**config.mk**
```make
export PLATFORM = sky130hd
export DESIGN_NAME = stable_sorted_priority_queue_flat
export DESIGN_NICKNAME = d
export VERILOG_FILES = /design/src/rtl/sspq_pkg.sv /design/src/rtl/sspq_if.sv /design/src/rtl/sspq_cell.sv /design/src/rtl/stable_sorted_priority_queue.sv /design/src/flat_wrapper.sv
export SDC_FILE = /design/constraint.sdc
export NUM_CORES = 2
export LEC_CHECK = 0
export BUFFER_PORTS_ARGS = -buffer_cell sky130_fd_sc_hd__buf_2
export CAP_MARGIN = 15
export CELL_PAD_IN_SITES_DETAIL_PLACEMENT = 0
export CELL_PAD_IN_SITES_GLOBAL_PLACEMENT = 1
export CORE_MARGIN = 10
export CORE_UTILIZATION = 40
export DETAILED_ROUTE_END_ITERATION = 10
export GPL_TIMING_DRIVEN = 0
export PLACE_DENSITY_LB_ADDON = 0.1
export SLEW_MARGIN = 10
export SYNTH_ARGS = -nofsm -noshare
export SYNTH_HDL_FRONTEND = slang
export SYNTH_HIERARCHICAL = 1
export SYNTH_SLANG_ARGS = --single-unit
```
**constraint.sdc**
```tcl
create_clock -name clk -period 12.5 [get_ports clk]
set_input_delay 0 -clock clk [delete_from_list [all_inputs] [get_ports clk]]
set_output_delay 0 -clock clk [all_outputs]
set_load 0.005 [all_outputs]
```
**src/rtl/sspq_pkg.sv**
```systemverilog
// Package for the sorted priority queue: depth, entry and control types, status codes.
`default_nettype none
package sspq_pkg;

    localparam int DEPTH = 16;
    localparam int CNT_W = $clog2(DEPTH + 1);

    typedef enum logic [1:0] {
        ST_OK        = 2'd0,
        ST_UNDERFLOW = 2'd1,
        ST_OVERFLOW  = 2'd2
    } status_t;

    typedef struct packed {
        logic signed [31:0] value;
        logic signed [15:0] prio;
    } entry_t;

    typedef struct packed {
        logic   insert_en;
        logic   remove_en;
        entry_t item;
    } cell_ctrl_t;

endpackage
`default_nettype wire

```
**src/rtl/sspq_if.sv**
```systemverilog
// Request and response channel interfaces of the sorted priority queue.
`default_nettype none
interface sspq_req_if;
    logic               valid;
    logic               ready;
    logic               mode;
    logic signed [31:0] item_value;
    logic signed [15:0] item_priority;

    modport source (output valid, mode, item_value, item_priority, input ready);
    modport sink   (input valid, mode, item_value, item_priority, output ready);
endinterface

interface sspq_rsp_if;
    logic               valid;
    logic               ready;
    logic [1:0]         status;
    logic signed [31:0] removed_value;
    logic signed [15:0] removed_priority;
    logic [4:0]         entry_count;

    modport source (output valid, status, removed_value, removed_priority, entry_count,
                    input ready);
    modport sink   (input valid, status, removed_value, removed_priority, entry_count,
                    output ready);
endinterface
`default_nettype wire

```
**src/rtl/sspq_cell.sv**
```systemverilog
// One slot of the sorted chain: holds, shifts right on insert, shifts left on remove.
`default_nettype none
module sspq_cell
    import sspq_pkg::*;
(
    input  wire logic       clk,
    input  wire cell_ctrl_t ctrl,
    input  wire entry_t     left_entry,
    input  wire logic       left_keep,
    input  wire entry_t     right_entry,
    input  wire logic       occupied,
    output      entry_t     entry,
    output      logic       keep
);

    entry_t entry_reg;
    entry_t entry_next;

    // keep: this slot sits ahead of (or ties with) the new entry and stays put
    assign keep  = occupied && (entry_reg.prio <= ctrl.item.prio);
    assign entry = entry_reg;

    always_comb
    begin
        entry_next = entry_reg;
        if (ctrl.insert_en && !keep)
        begin
            if (left_keep)
            begin
                entry_next = ctrl.item;
            end
            else
            begin
                entry_next = left_entry;
            end
        end
        else if (ctrl.remove_en)
        begin
            entry_next = right_entry;
        end
    end

    always_ff @(posedge clk)
    begin
        entry_reg <= entry_next;
    end

endmodule
`default_nettype wire

```
**src/rtl/stable_sorted_priority_queue.sv**
```systemverilog
// Top level of the stable sorted priority queue: chain of slot cells plus count and response register.
//
//  channel | dir | fields
//  --------+-----+--------------------------------------------------------
//  req     | in  | mode, item_value, item_priority
//  rsp     | out | status, removed_value, removed_priority, entry_count
//
// Each request is applied to the whole cell chain in the cycle it is accepted,
// so one request per cycle unless a stalled rsp holds off req; the response appears the next cycle.
// The response register frees when taken, so a stalled rsp only holds off req.
// Reset empties the queue at once (count to zero); slot contents are don't-care.
`default_nettype none
module stable_sorted_priority_queue
    import sspq_pkg::*;
(
    input  wire logic clk,
    input  wire logic rst_n,
    sspq_req_if.sink  req,
    sspq_rsp_if.source rsp
);

    logic [CNT_W-1:0] count_reg;
    logic [CNT_W-1:0] count_next;
    logic             rsp_valid_reg;
    logic             rsp_valid_next;
    status_t          status_reg;
    status_t          status_next;
    entry_t           removed_reg;
    entry_t           removed_next;

    logic       req_fire;
    logic       full;
    logic       empty;
    cell_ctrl_t ctrl;
    entry_t     cell_entry [DEPTH];
    logic       cell_keep  [DEPTH];

    assign req.ready = !rsp_valid_reg || rsp.ready;
    assign req_fire  = req.valid && req.ready;
    assign full      = (count_reg == CNT_W'(DEPTH));
    assign empty     = (count_reg == '0);

    always_comb
    begin
        ctrl.item.value = req.item_value;
        ctrl.item.prio  = req.item_priority;
        ctrl.insert_en  = req_fire && !req.mode && !full;
        ctrl.remove_en  = req_fire && req.mode && !empty;
    end

    genvar i;
    generate
        for (i = 0; i < DEPTH; i++)
        begin : g_cell
            entry_t left_entry;
            logic   left_keep;
            entry_t right_entry;

            if (i == 0)
            begin : g_head
                // virtual slot ahead of the head always keeps
                assign left_entry = ctrl.item;
                assign left_keep  = 1'b1;
            end
            else
            begin : g_mid
                assign left_entry = cell_entry[i-1];
                assign left_keep  = cell_keep[i-1];
            end

            if (i == DEPTH - 1)
            begin : g_tail
                assign right_entry = cell_entry[i];
            end
            else
            begin : g_body
                assign right_entry = cell_entry[i+1];
            end

            sspq_cell u_cell (
                .clk         (clk),
                .ctrl        (ctrl),
                .left_entry  (left_entry),
                .left_keep   (left_keep),
                .right_entry (right_entry),
                .occupied    (count_reg > CNT_W'(i)),
                .entry       (cell_entry[i]),
                .keep        (cell_keep[i])
            );
        end
    endgenerate

    always_comb
    begin
        count_next     = count_reg;
        rsp_valid_next = rsp_valid_reg;
        status_next    = status_reg;
        removed_next   = removed_reg;
        if (rsp_valid_reg && rsp.ready)
        begin
            rsp_valid_next = 1'b0;
        end
        if (req_fire)
        begin
            rsp_valid_next = 1'b1;
            status_next    = ST_OK;
            removed_next   = '0;
            if (!req.mode)
            begin
                if (full)
                begin
                    status_next = ST_OVERFLOW;
                end
                else
                begin
                    count_next = count_reg + 1'b1;
                end
            end
            else
            begin
                if (empty)
                begin
                    status_next = ST_UNDERFLOW;
                end
                else
                begin
                    removed_next = cell_entry[0];
                    count_next   = count_reg - 1'b1;
                end
            end
        end
    end

    always_ff @(posedge clk or negedge rst_n)
    begin
        if (!rst_n)
        begin
            count_reg     <= '0;
            rsp_valid_reg <= 1'b0;
        end
        else
        begin
            count_reg     <= count_next;
            rsp_valid_reg <= rsp_valid_next;
        end
    end

    always_ff @(posedge clk)
    begin
        status_reg  <= status_next;
        removed_reg <= removed_next;
    end

    // count is kept separately; its post-request value rides with the response
    logic [CNT_W-1:0] rsp_count_reg;

    always_ff @(posedge clk)
    begin
        if (req_fire)
        begin
            rsp_count_reg <= count_next;
        end
    end

    assign rsp.valid            = rsp_valid_reg;
    assign rsp.status           = status_reg;
    assign rsp.removed_value    = removed_reg.value;
    assign rsp.removed_priority = removed_reg.prio;
    assign rsp.entry_count      = 5'(rsp_count_reg);

endmodule
`default_nettype wire

```
**src/flat_wrapper.sv**
```systemverilog
// flat-port wrapper written by rule: the top's interface ports become plain ports
module stable_sorted_priority_queue_flat import sspq_pkg::*;
  (clk, rst_n, req_valid, req_mode, req_item_value, req_item_priority, req_ready, rsp_valid, rsp_status, rsp_removed_value, rsp_removed_priority, rsp_entry_count, rsp_ready);
  sspq_req_if req_i ();
  sspq_rsp_if rsp_i ();
  input  wire logic clk;
  input  wire logic rst_n;
  input wire logic [$bits(req_i.valid)-1:0] req_valid;
  input wire logic [$bits(req_i.mode)-1:0] req_mode;
  input wire logic [$bits(req_i.item_value)-1:0] req_item_value;
  input wire logic [$bits(req_i.item_priority)-1:0] req_item_priority;
  output wire logic [$bits(req_i.ready)-1:0] req_ready;
  output wire logic [$bits(rsp_i.valid)-1:0] rsp_valid;
  output wire logic [$bits(rsp_i.status)-1:0] rsp_status;
  output wire logic [$bits(rsp_i.removed_value)-1:0] rsp_removed_value;
  output wire logic [$bits(rsp_i.removed_priority)-1:0] rsp_removed_priority;
  output wire logic [$bits(rsp_i.entry_count)-1:0] rsp_entry_count;
  input wire logic [$bits(rsp_i.ready)-1:0] rsp_ready;
  assign req_i.valid = req_valid;
  assign req_i.mode = req_mode;
  assign req_i.item_value = req_item_value;
  assign req_i.item_priority = req_item_priority;
  assign req_ready = req_i.ready;
  assign rsp_valid = rsp_i.valid;
  assign rsp_status = rsp_i.status;
  assign rsp_removed_value = rsp_i.removed_value;
  assign rsp_removed_priority = rsp_i.removed_priority;
  assign rsp_entry_count = rsp_i.entry_count;
  assign rsp_i.ready = rsp_ready;
  stable_sorted_priority_queue u_core (.clk(clk), .rst_n(rst_n), .req(req_i), .rsp(rsp_i));
endmodule
```
==> summary.txt <==
Global routing
  – Initial antenna violation count: 2
  – Total GRT Usage: 16.8%
  – Pin count of the biggest net entering global routing: 49
  – GRT overflow: 0
  – Number of global-route vias before repair: 30500
  – First-pass GRT wire length: 192000 µm

Floorplanning
  – Core area: 0.129 mm²
  – I/O pins: 110
  – Chip Width: 381 µm
  – Die ar.: 0.145 mm²
  – Die Height: 381 µm
  – Num rows: 132
  – Initial Util: 40.2%

STA
  – Slew HR: 5.48%
  – Final min period: 4.98 ns
  – Worst-margin pin slew: 1.40 ns
  – Final worst slack: 7.52 ns
  – Setup repair after global routing missed its margin: false
  – Post-route clock period utilization: 39.8%
  – Setup TNS: 0 ns
  – Endpoints failing setup: 0
  – Final hold violations: 0
  – Max-slew violations: 0
  – Max Fclk: 0.201 GHz
  – Final Skew: 0.0202 ns

Placed design
  – GP Congestion: 0.804
  – I/O Buffers: 108
  – Pre-CTS WS: 7.75 ns
  – Dpl hpwl: 100000 µm
  – DP Area: 0.0550 mm²

Clock tree
  – Clock Path Buffers: 3
  – Number of post-CTS setup repair buffers: 0
  – Clock Root Buffer: clkbuf_16
  – CTS H-tree lvls: 3
  – Quantity of gates resized following cts: 0
  – CTS Sinks: 829
  – CTS tree: yes
  – CTS buffer count: 100
  – Latest clock arrival within the worst-skew pair: 0.68 ns
  – Clock transition at path regs: 0.06 ns

Routing
  – DRT antenna net count: 0
  – Average wire per standard cell: 21.8 µm
  – Wire length after detailed routing: 126000 µm
  – Met2 routed WL: 54000 µm
  – DRC: 0
  – Top Metal Used: met4
  – Vias: 29400
  – Iteration-0 DRC Markers: 1770
  – Met3 Wirelength: 4070 µm
  – Vias per inst: 5.10
  – Wire length on met1: 64700 µm
  – Drt first pass iters: 5

Worst setup path
  – CP peak stage delay: 1.21 ns
  – CP Data Arrival Time: 5.39 ns
  – Worst setup EP type: flop
  – Critical Path Fanout Max: 10
  – CP max stage cell: o21ai_0
  – CP cell instances: clkbuf_1 > nand3_1 > o21ai_0 > a21boi_0 > clkbuf_1 > clkbuf_1 > mux2_2 > mux2_2
  – Crit path required time: 12.91 ns
  – Crit path top cell by count: clkbuf_1
  – CP Class: reg2reg
  – Delay-heaviest family, CP: buffers and inverters
  – CP bufs+invs: 3
  – CP startpoint kind: flop

Yosys
  – Synth Area per Inst: 14.0 µm²
  – Synthesized instance count: 3717
  – Synth Warn #: 6
  – Synth Cell Area: 0.0521 mm²

Power and ir drop
  – Clock share of power: 19.8%
  – P_sw: 4.55 mW
  – Switching portion of total power: 32.7%
  – Max VDD drop: 118 µV
  – Int Pwr: 9.36 mW
  – Areal power density over the cells: 239 mW/mm²
  – Sequential share of power: 36.6%
  – Comb pwr share: 43.6%
  – Pleak: 21.6 nW

Finish
  – Final Cell Area: 0.0583 mm²
  – Antenna fix cells: 0
  – Fillers: 12000
  – Ratio of cells with drive above 1 in the final layout: 46.0%
  – Area occupied by multi-input gates: 0.0250 mm²
  – Register area: 0.0249 mm²
  – Layout Utilization: 45.0%
  – Syn-to-layout area delta: 11.9%
  – Final nets: 4267
  – Number of flip-flops in the largest register: 768

Worst hold path
  – Worst hold path type: in2reg

Flow run
  – Max-capacitance violation count: 0

Status
  – Status: complete, no violations
[cells in the final DEF (no fill, tap or decap), types with 9 or more instances in the layout]
master / count
nand2_1: 92
nor3_2: 10
mux2_2: 1374
nor2_1: 17
nor2b_1: 13
nand3_1: 31
xnor2_1: 16
clkbuf_16: 101
nand2b_1: 22
a211oi_1: 10
and4_1: 35
or3b_1: 10
buf_4: 36
o221ai_1: 10
clkbuf_1: 128
clkinv_1: 20
o21ai_0: 28
a21oi_1: 99
inv_1: 286
a21boi_0: 15
clkinv_2: 12
nand4_4: 10
mux2_4: 90
o21ai_1: 16
mux2_1: 72
a221oi_1: 10
nand4_1: 36
edfxtp_1: 823
ha_1: 262
buf_2: 126
nand3b_1: 10
or2_2: 9
or3b_2: 10
and3_1: 55
buf_12: 36
[metal layers]
metal	up-vias	GRT usage (%)
met2	477	25.6
met5	-	0
li1	14700	-
met3	149	2.22
met1	14200	25.0
met4	0	4.02
[worst paths after layout]
kind                       slack, ns  cells past startpoint                         startpoint                                  to
min in group asynchronous       0.27                      3                              rst_n                 u_core/count_reg[3]
min                             0.07                      3                 req_item_value[24]   u_core/g_cell[4].u_cell/entry[40]
max reg2reg                     7.52                      8                u_core/count_reg[2]  u_core/g_cell[15].u_cell/entry[35]
max                             7.52                      8                u_core/count_reg[2]  u_core/g_cell[15].u_cell/entry[35]
max in group asynchronous      12.02                      3                              rst_n                 u_core/count_reg[0]
min reg2reg                     0.56                      1  u_core/g_cell[8].u_cell/entry[45]   u_core/g_cell[7].u_cell/entry[45]
[area by class of cell]
cell class / instances / share of cell area, %
buffer: 177 / 2.05
clock buffer: 139 / 4.67
clock inverter: 40 / 0.573
inverter: 287 / 1.85
multi-input combinational: 2426 / 42.9
sequential: 829 / 42.7
tap: 1742 / 3.74
timing repair buffer: 131 / 1.60
[power groups by stage]
stage	sequential (mW)	combinational [mW]	clock, mW
4_1_cts	5.09	6.12	2.87
6_report	5.09	6.07	2.76
5_1_grt	5.20	6.63	2.96
3_5_place_dp	5.15	6.10	0
3_3_place_gp	5.15	5.97	0
2_1_floorplan	4.82	4.77	0
[worst min-delay path, stage by stage]
cell and delay [ns]:
buf_2 0.32, mux2_2 0.22, mux2_1 0.11
[what timing repair did]
item                                    4_1_cts  5_1_grt
hold endpoints to repair                     15        0
endpoints found under the setup margin        0        0
hold buffers                                  7        0
[stage by stage]
stage	cells	hold slack, ns	power, mW
floorplan	3719	-0.296	9.59
global placement	5569	-0.171	11.1
detailed placement	5579	-0.169	11.3
CTS	5765	0.00622	14.1
global route	5771	0.0663	14.8
finish	5771	0.0740	13.9
(Power assumes the default switching activity.)
